`config.mk`:
```
export PLATFORM = sky130hd
export DESIGN_NAME = multichannel_edge_frequency_counter_top_flat
export DESIGN_NICKNAME = d
export VERILOG_FILES = /design/src/rtl/mefc_pkg.sv /design/src/rtl/mefc_if.sv /design/src/rtl/mefc_ram.sv /design/src/rtl/mefc_div.sv /design/src/rtl/multichannel_edge_frequency_counter_top.sv /design/src/flat_wrapper.sv
export SDC_FILE = /design/constraint.sdc
export NUM_CORES = 2
export LEC_CHECK = 0
export ABC_AREA = 1
export BUFFER_PORTS_ARGS = -buffer_cell sky130_fd_sc_hd__buf_4
export CORE_MARGIN = 1
export CORE_UTILIZATION = 57
export DETAILED_ROUTE_END_ITERATION = 10
export HOLD_SLACK_MARGIN = 0.02
export PLACE_DENSITY = 0.79
export SKIP_CTS_REPAIR_TIMING = 1
export SLEW_MARGIN = 30
export SYNTH_ARGS = -nofsm -noshare
export SYNTH_HDL_FRONTEND = slang
export SYNTH_SLANG_ARGS = --single-unit
export TNS_END_PERCENT = 100
```
`constraint.sdc`:
```
create_clock -name i_clk -period 12.1 [get_ports i_clk]
set_clock_uncertainty 0.05 [all_clocks]
set_input_delay 2.42 -clock i_clk [delete_from_list [all_inputs] [get_ports i_clk]]
set_output_delay 2.42 -clock i_clk [all_outputs]
set_load 0.01 [all_outputs]
```
`src/rtl/mefc_pkg.sv`:
```
// Shared types, constants and codes of the multichannel edge frequency counter.
`default_nettype none
package mefc_pkg;

    localparam int NUM_CHANNELS = 32;
    localparam int CH_AW        = (NUM_CHANNELS > 1) ? $clog2(NUM_CHANNELS) : 1;
    localparam int CH_OK_W      = 7;
    localparam int REC_W        = 96;
    localparam int DIV_STEPS    = 32;
    localparam int DIV_CNT_W    = $clog2(DIV_STEPS);

    localparam logic [26:0] SCALE_CENTIHZ = 27'd100000000;

    typedef enum logic [1:0] {
        CMD_EDGE    = 2'd0,
        CMD_TIMEOUT = 2'd1,
        CMD_READ    = 2'd2
    } t_cmd;

    typedef struct packed {
        logic [1:0]  command;
        logic [4:0]  channel;
        logic        level;
        logic [31:0] tick;
    } t_in_item;

    typedef struct packed {
        logic [4:0]  read_channel;
        logic [31:0] edge_tally;
        logic [30:0] span_ticks;
        logic [31:0] freq_centihertz;
    } t_out_item;

    typedef struct packed {
        logic        start;
        logic [63:0] num;
        logic [30:0] den;
    } t_div_req;

    typedef struct packed {
        logic        done;
        logic [31:0] quot;
    } t_div_rsp;

    typedef enum logic [2:0] {
        S_IDLE,
        S_FETCH,
        S_LOAD,
        S_MUL,
        S_START,
        S_DIV,
        S_DONE
    } t_state;

endpackage
`default_nettype wire

```
`src/rtl/mefc_if.sv`:
```
// Valid/ready channel interfaces for the input and result beats.
`default_nettype none
interface mefc_in_if;
    import mefc_pkg::*;
    logic     valid;
    logic     ready;
    t_in_item data;
    modport source (output valid, output data, input ready);
    modport sink   (input valid, input data, output ready);
endinterface

interface mefc_out_if;
    import mefc_pkg::*;
    logic      valid;
    logic      ready;
    t_out_item data;
    modport source (output valid, output data, input ready);
    modport sink   (input valid, input data, output ready);
endinterface
`default_nettype wire

```
`src/rtl/mefc_ram.sv`:
```
// Generic single-port-write, single-port-read RAM with registered read data.
`default_nettype none
module mefc_ram #(
    parameter int WIDTH  = 8,
    parameter int DEPTH  = 16,
    parameter int ADDR_W = 4
) (
    input  wire logic              i_clk,
    input  wire logic              i_we,
    input  wire logic [ADDR_W-1:0] i_waddr,
    input  wire logic [WIDTH-1:0]  i_wdata,
    input  wire logic              i_re,
    input  wire logic [ADDR_W-1:0] i_raddr,
    output logic      [WIDTH-1:0]  o_rdata
);

    logic [WIDTH-1:0] r_mem [DEPTH];

    always_ff @(posedge i_clk) begin
        if (i_we) begin
            r_mem[i_waddr] <= i_wdata;
        end
        if (i_re) begin
            o_rdata <= r_mem[i_raddr];
        end
    end

endmodule
`default_nettype wire

```
`src/rtl/mefc_div.sv`:
```
// Shift-subtract divider: 64-bit numerator over 31-bit divisor, saturating 32-bit quotient.
`default_nettype none
module mefc_div (
    input  wire logic               i_clk,
    input  wire logic               i_rst_n,
    input  wire mefc_pkg::t_div_req i_req,
    output mefc_pkg::t_div_rsp      o_rsp
);
    import mefc_pkg::*;

    logic                 r_busy, n_busy;
    logic                 r_done, n_done;
    logic [DIV_CNT_W-1:0] r_cnt, n_cnt;
    logic [31:0]          r_rem, n_rem;
    logic [31:0]          r_quo, n_quo;
    logic [30:0]          r_den, n_den;
    logic [32:0]          w_trial;
    logic                 w_fit;

    assign w_trial = {r_rem, r_quo[31]};
    assign w_fit   = w_trial >= {2'b00, r_den};

    always_comb begin
        n_busy = r_busy;
        n_done = 1'b0;
        n_cnt  = r_cnt;
        n_rem  = r_rem;
        n_quo  = r_quo;
        n_den  = r_den;
        if (i_req.start) begin
            n_den = i_req.den;
            // A high half at or above the divisor means the quotient needs more than 32 bits.
            if (i_req.num[63:32] >= {1'b0, i_req.den}) begin
                n_quo  = '1;
                n_done = 1'b1;
                n_busy = 1'b0;
            end else begin
                n_rem  = i_req.num[63:32];
                n_quo  = i_req.num[31:0];
                n_cnt  = '0;
                n_busy = 1'b1;
            end
        end else if (r_busy) begin
            // The low word shifts out numerator bits and shifts in quotient bits.
            n_rem = w_fit ? 32'(w_trial - {2'b00, r_den}) : w_trial[31:0];
            n_quo = {r_quo[30:0], w_fit};
            n_cnt = r_cnt + 1'b1;
            if (r_cnt == DIV_CNT_W'(DIV_STEPS - 1)) begin
                n_busy = 1'b0;
                n_done = 1'b1;
            end
        end
    end

    always_ff @(posedge i_clk) begin
        if (!i_rst_n) begin
            r_busy <= 1'b0;
            r_done <= 1'b0;
            r_cnt  <= '0;
        end else begin
            r_busy <= n_busy;
            r_done <= n_done;
            r_cnt  <= n_cnt;
        end
        r_rem <= n_rem;
        r_quo <= n_quo;
        r_den <= n_den;
    end

    assign o_rsp.done = r_done;
    assign o_rsp.quot = r_quo;

endmodule
`default_nettype wire

```
`src/rtl/multichannel_edge_frequency_counter_top.sv`:
```
// Multichannel reciprocal frequency counter: per-channel record store and read sequencer.
//
// The input channel carries edge events, timeout events and read requests, one beat
// per command. Each channel keeps its first and last edge tick and a rising-edge count
// in a RAM; written and pending-clear flags live in flip-flops that reset clears at once,
// so a record never written reads as zero and no clearing pass is needed.
// An edge or timeout beat passes through accept, RAM read and update before the block is ready again.
// A read beat passes through accept, RAM read, one multiply
// of the tally by the centihertz scale, then 32 steps of the shared shift-subtract
// divider; the next beat can be accepted as soon as its result is valid. A read with zero tally or
// zero span skips the divider; a saturating
// quotient ends the divider at once.
// The result sits in an output register; the next input beat is accepted while it
// waits. A second read that finishes while the receiver still stalls holds until the
// output register is free. Reset is synchronous and empties every channel record,
// clears the result register and leaves the block ready for input.
`default_nettype none
module multichannel_edge_frequency_counter_top (
    input  wire logic  i_clk,
    input  wire logic  i_rst_n,
    mefc_in_if.sink    i_in,
    mefc_out_if.source o_out
);
    import mefc_pkg::*;

    t_state            r_state, n_state;
    logic [1:0]        r_cmd;
    logic [4:0]        r_chan;
    logic              r_level;
    logic [31:0]       r_tick;
    logic [NUM_CHANNELS-1:0] r_written;
    logic [NUM_CHANNELS-1:0] r_pend;
    logic [31:0]       r_tally;
    logic [30:0]       r_span;
    logic [63:0]       r_num;
    logic [31:0]       r_freq;
    t_out_item         r_out;
    logic              r_out_valid;

    logic [CH_AW-1:0]  w_addr;
    logic              w_chan_ok;
    logic              w_vis;
    logic [REC_W-1:0]  w_rdata;
    logic [REC_W-1:0]  w_wdata;
    logic [31:0]       w_first, w_last, w_count;
    logic [31:0]       w_first_new, w_count_new;
    logic [31:0]       w_diff;
    logic [30:0]       w_span;
    logic [58:0]       w_prod;
    logic              w_zero;
    logic              w_out_free;
    logic              w_re, w_we, w_ready;
    logic              w_div_start;
    t_div_req          w_div_req;
    t_div_rsp          w_div_rsp;

    assign w_addr     = CH_AW'(r_chan);
    assign w_chan_ok  = {2'b00, r_chan} < CH_OK_W'(NUM_CHANNELS);
    assign w_out_free = !r_out_valid || o_out.ready;

    // A read sees the stored record even if a clear is pending; an edge sees it cleared.
    assign w_vis   = r_written[w_addr] && (r_cmd == CMD_READ || !r_pend[w_addr]);
    assign w_first = w_vis ? w_rdata[95:64] : '0;
    assign w_last  = w_vis ? w_rdata[63:32] : '0;
    assign w_count = w_vis ? w_rdata[31:0]  : '0;

    assign w_first_new = (w_first == '0) ? r_tick : w_first;
    assign w_count_new = w_count + {31'b0, r_level};
    assign w_wdata     = {w_first_new, r_tick, w_count_new};

    always_comb begin
        w_diff = w_last - w_first;
        if (w_diff == '0) begin
            w_diff = 32'd1;
        end
        w_span = w_diff[31] ? '0 : w_diff[30:0];
    end

    assign w_prod = 59'(r_tally) * 59'(SCALE_CENTIHZ);
    assign w_zero = (r_tally == '0) || (r_span == '0);

    mefc_ram #(
        .WIDTH  (REC_W),
        .DEPTH  (NUM_CHANNELS),
        .ADDR_W (CH_AW)
    ) u_rec_ram (
        .i_clk   (i_clk),
        .i_we    (w_we),
        .i_waddr (w_addr),
        .i_wdata (w_wdata),
        .i_re    (w_re),
        .i_raddr (w_addr),
        .o_rdata (w_rdata)
    );

    assign w_div_req.start = w_div_start;
    assign w_div_req.num   = r_num;
    assign w_div_req.den   = r_span;

    mefc_div u_div (
        .i_clk   (i_clk),
        .i_rst_n (i_rst_n),
        .i_req   (w_div_req),
        .o_rsp   (w_div_rsp)
    );

    // Next state.
    always_comb begin
        n_state = r_state;
        unique case (r_state)
            S_IDLE:  if (i_in.valid) n_state = S_FETCH;
            S_FETCH: n_state = S_LOAD;
            S_LOAD:  n_state = (r_cmd == CMD_READ) ? S_MUL : S_IDLE;
            S_MUL:   n_state = w_zero ? S_DONE : S_START;
            S_START: n_state = S_DIV;
            S_DIV:   if (w_div_rsp.done) n_state = S_DONE;
            S_DONE:  if (w_out_free) n_state = S_IDLE;
            default: n_state = S_IDLE;
        endcase
    end

    // Sequencer outputs.
    always_comb begin
        w_ready     = 1'b0;
        w_re        = 1'b0;
        w_we        = 1'b0;
        w_div_start = 1'b0;
        unique case (r_state)
            S_IDLE:  w_ready = 1'b1;
            S_FETCH: w_re = 1'b1;
            S_LOAD:  w_we = (r_cmd == CMD_EDGE) && w_chan_ok;
            S_START: w_div_start = 1'b1;
            default: ;
        endcase
    end

    assign i_in.ready = w_ready;

    always_ff @(posedge i_clk) begin
        if (!i_rst_n) begin
            r_state     <= S_IDLE;
            r_written   <= '0;
            r_pend      <= '0;
            r_out_valid <= 1'b0;
        end else begin
            r_state <= n_state;
            if (r_state == S_LOAD && w_chan_ok) begin
                unique case (r_cmd)
                    CMD_EDGE: begin
                        r_written[w_addr] <= 1'b1;
                        r_pend[w_addr]    <= 1'b0;
                    end
                    CMD_TIMEOUT: begin
                        if (r_pend[w_addr]) begin
                            r_written[w_addr] <= 1'b0;
                            r_pend[w_addr]    <= 1'b0;
                        end
                    end
                    CMD_READ: r_pend[w_addr] <= 1'b1;
                    default: ;
                endcase
            end
            if (r_state == S_DONE && w_out_free) begin
                r_out_valid <= 1'b1;
            end else if (o_out.ready) begin
                r_out_valid <= 1'b0;
            end
        end

        if (r_state == S_IDLE && i_in.valid) begin
            r_cmd   <= i_in.data.command;
            r_chan  <= i_in.data.channel;
            r_level <= i_in.data.level;
            r_tick  <= i_in.data.tick;
        end
        if (r_state == S_LOAD) begin
            r_tally <= w_chan_ok ? w_count : '0;
            r_span  <= w_chan_ok ? w_span  : '0;
        end
        if (r_state == S_MUL) begin
            // Adding half the span rounds the quotient to nearest.
            r_num  <= 64'(w_prod) + 64'(r_span[30:1]);
            r_freq <= '0;
        end
        if (r_state == S_DIV && w_div_rsp.done) begin
            r_freq <= w_div_rsp.quot;
        end
        if (r_state == S_DONE && w_out_free) begin
            r_out.read_channel    <= r_chan;
            r_out.edge_tally      <= r_tally;
            r_out.span_ticks      <= r_span;
            r_out.freq_centihertz <= r_freq;
        end
    end

    assign o_out.valid = r_out_valid;
    assign o_out.data  = r_out;

endmodule
`default_nettype wire

```
`src/flat_wrapper.sv`:
```
// flat-port wrapper written by rule: the top's interface ports become plain ports
module multichannel_edge_frequency_counter_top_flat import mefc_pkg::*;
  (i_clk, i_rst_n, i_in_valid, i_in_data, i_in_ready, o_out_valid, o_out_data, o_out_ready);
  mefc_in_if i_in_i ();
  mefc_out_if o_out_i ();
  input  wire logic i_clk;
  input  wire logic i_rst_n;
  input wire logic [$bits(i_in_i.valid)-1:0] i_in_valid;
  input wire logic [$bits(i_in_i.data)-1:0] i_in_data;
  output wire logic [$bits(i_in_i.ready)-1:0] i_in_ready;
  output wire logic [$bits(o_out_i.valid)-1:0] o_out_valid;
  output wire logic [$bits(o_out_i.data)-1:0] o_out_data;
  input wire logic [$bits(o_out_i.ready)-1:0] o_out_ready;
  assign i_in_i.valid = i_in_valid;
  assign i_in_i.data = i_in_data;
  assign i_in_ready = i_in_i.ready;
  assign o_out_valid = o_out_i.valid;
  assign o_out_data = o_out_i.data;
  assign o_out_i.ready = o_out_ready;
  multichannel_edge_frequency_counter_top u_core (.i_clk(i_clk), .i_rst_n(i_rst_n), .i_in(i_in_i), .o_out(o_out_i));
endmodule
```
==> impl_metrics.toml <==
[synthesis]
synth_cells = 12135
seq_area_frac_synth_pct = 69.2
yosysUniqueCellTypes = 53
syn_area_sq_mm = 0.156
syn_area_per_cell_sq_um = 12.9
ys_seq_elements = 3633
synth_edf_count = 3558
ys_warn_count = 0
syn_nets = 12806
synthArstFlopShare_pct = 0
ys.flop_type = "edfxtp_1"

[cts]
cts_root_buf = "clkbuf_16"
clock_latency_ns = 0.95
h-tree-depth = 5
cts_tree = "built"
cts_num_sinks = 3633
clock_path_buffers = 4
clkTransAtPathRegs_ns = 0.06
numCtsBuffers = 360

[cells_and_area]
nFillCells = 18705
stdcell_area_sq_mm = 0.174
area.growth.synth_to_final_pct = 11.3
layout.nets = 12961
drive_gt1_share_pct = 8.66
fin_util_pct = 64.0
final-seq-area_sq_mm = 0.108
multi_input_area_sq_mm = 0.0425

[power_and_ir_drop]
cellPowerDensity_mw_per_mm2 = 243
ir_worst_vdd_v = 0.000598
p_leak_nw = 61.9

[timing]
rsz0062_at_grt = "no"
setup_viol = 0
finalCritPeriodShare_pct = 68.7
fin_ws_ns = 3.79
fmax_ghz = 0.120
holdWs_ns = 0.369
hold_violations = 0
worstMarginPinSlew_ns = 1.23
period_needed_ns = 8.31
slew_headroom_pct = 17.7
finalSetupTns_ns = 0
slew_violations = 0

[critical_path]
crit_slowest_cell = "edfxtp_1"
crit_arrival_ns = 8.85
path_class = "register to register"
rrSetupSlack_ns = 3.79
startpoint_type = "register"
crit_top_cell = "nand2_1"
worstPathMaxFanout = 33
cpPeakStageDelay_ns = 0.79
cp.required_ns = 12.65
cp-end-kind = "register"

[worst_hold_path]
hold_class = "register to register"

[detailed_routing]
ant_nets = 0
drc_errors = 2
wl_mm = 489
drt_iter0_markers = 17931
via_per_inst = 6.65
routedWlPerCell_um = 30.3
dr.pass1.iters = 10
vias = 107311

[floorplanning]
dieArea_sq_mm = 0.277
start_util_pct = 57.5
die_y_um = 526
coreArea_sq_mm = 0.272
fp.dieW_um = 526
row_count = 191
io_pins = 146

[grt]
grt_pass1_vias = 102990
grt.total_usage_pct = 34.6
antenna_found_initial = 21
grt_max_degree = 175
grt_overflow_total = 0
grt_first_pass_wirelength_mm = 697

[outcome]
violations = "DRC"
outcome = "complete, but fails checks"

[place]
place_worst_setup_slack_ns = 4.29
placed_area_sq_mm = 0.162
port_buffers = 145
gp_congestion = 0.950
hpwl_mm = 271

[job]
cap_viol_max_count = 0
cell usage after synthesis (2+ instances only):
cell | number | area (sq um)
a2111oi_0 | 6 | 52.6
a21boi_0 | 3 | 22.5
a21o_1 | 30 | 225
a21oi_1 | 258 | 1290
a22oi_1 | 768 | 5770
a31oi_1 | 625 | 3910
and2_1 | 2 | 12.5
and3_1 | 3 | 18.8
buf_1 | 36 | 135
buf_2 | 18 | 90.1
buf_4 | 5 | 37.5
buf_6 | 7 | 78.8
clkbuf_1 | 518 | 1940
clkinv_1 | 4 | 15.0
dfxtp_1 | 75 | 1500
edfxtp_1 | 3558 | 107000
fa_1 | 272 | 5450
ha_1 | 355 | 4440
inv_1 | 998 | 3750
inv_2 | 10 | 37.5
nand2_1 | 2171 | 8150
nand2_2 | 3 | 18.8
nand2_4 | 3 | 33.8
nand3_1 | 1125 | 5630
nand3b_1 | 18 | 135
nand4_1 | 107 | 669
nor2_1 | 517 | 1940
nor2_2 | 18 | 113
nor2_4 | 13 | 146
nor2_8 | 4 | 80.1
nor3_1 | 108 | 541
nor3_2 | 3 | 30.0
nor4_1 | 73 | 457
nor4b_1 | 14 | 123
o211ai_1 | 4 | 30.0
o21a_1 | 6 | 45.0
o21ai_0 | 137 | 686
o21ai_1 | 10 | 50.1
o21bai_1 | 13 | 97.6
o31ai_1 | 6 | 45.0
o41ai_1 | 9 | 78.8
or2_2 | 83 | 519
xnor2_1 | 40 | 350
xor2_1 | 90 | 788
sequential cells by signal, indices dropped and copies added (netlist names), 60 cells and up, named ones only:
register / cells
u_core.o_out.data: 100
u_core.r_num: 60
u_core.u_rec_ram.o_rdata: 96
u_core.u_rec_ram.r_mem: 3072
worst max-delay path, delay by kind of cell, from the launching register on:
kind | cells | cell delay (ns)
simple gates | 19 | 4.06
compound gates | 1 | 0.38
xor+xnor | 1 | 0.25
fa+ha+maj | 1 | 0.48
flops | 1 | 0.79
buf+inv | 6 | 1.84
stage by stage:
step / instances / power, mW
floorplan: 12135 / 25.9
global placement: 15478 / 31.3
detailed placement: 15488 / 31.4
CTS: 16128 / 42.4
global route: 16140 / 44.5
finish: 16146 / 42.4
cell usage in the layout (no fill, tap or decap), types with 14 or more instances in the layout:
| master | n |
|---|---|
| xor2_1 | 83 |
| nor4b_1 | 14 |
| nand2_2 | 17 |
| nand4_1 | 107 |
| dfxtp_1 | 75 |
| clkinv_2 | 49 |
| a21oi_1 | 256 |
| nor2_1 | 497 |
| edfxtp_1 | 3558 |
| a31oi_1 | 625 |
| buf_12 | 22 |
| a22oi_1 | 768 |
| nor3_1 | 84 |
| buf_4 | 328 |
| nor2_2 | 18 |
| nand2_1 | 2155 |
| clkbuf_1 | 70 |
| clkinv_1 | 82 |
| or2_2 | 83 |
| nor2_4 | 33 |
| nand3_1 | 1125 |
| clkbuf_16 | 367 |
| nor3_2 | 24 |
| nand3b_1 | 18 |
| bufinv_16 | 37 |
| nor4_1 | 72 |
| o21ai_0 | 134 |
| a21o_1 | 30 |
| buf_6 | 14 |
| fa_1 | 272 |
| ha_1 | 353 |
| inv_1 | 997 |
| xnor2_1 | 38 |
layer usage:
layer	vias to the layer above	part of all wire [%]	track usage, %
met4	8	6.2	19.0
met3	1791	14	8.31
li1	44554	-	-
met1	51885	34	45.2
met5	-	0.012	0
met2	9073	46	53.6
cell type report:
cell class / instances / area share (%)
inverter: 1013 / 2.20
clock buffer: 443 / 5.47
clock inverter: 197 / 1.19
multi-input combinational: 6904 / 24.4
tap: 3570 / 2.56
timing repair buffer: 378 / 1.94
antenna: 8 / 0.0115
sequential: 3633 / 62.2
path summary, 6_finish.rpt:
check                                  startpoint                    end  depth (start not counted)
worst max register to register   u_core.r_chan[2]       u_core.r_span[1]                         28
worst min register to register  u_core.r_freq[16]  u_core.o_out.data[16]                          0
worst max-delay path             u_core.r_chan[2]       u_core.r_span[1]                         28
worst min-delay path            u_core.r_freq[16]  u_core.o_out.data[16]                          0
logic make-up (layout without fill, tap and decap cells):
group	after synthesis	after routing	share of synthesized area, %
flops	3633	3633	69.2
xor+xnor	130	130	0.728
compound gates	1879	1879	7.88
buf+inv	1598	2031	3.90
fa+ha+maj	627	627	6.32
simple gates	4268	4268	11.9
other cells	0	8	0
where the power goes:
part | total [mW] | internal, mW | switching [mW]
Combinational | 16.3 | 4.85 | 11.5
Clock | 11.2 | 6.39 | 4.77
Sequential | 14.9 | 14.8 | 0.164
No activity file was read; power rests on OpenSTA's default activity.
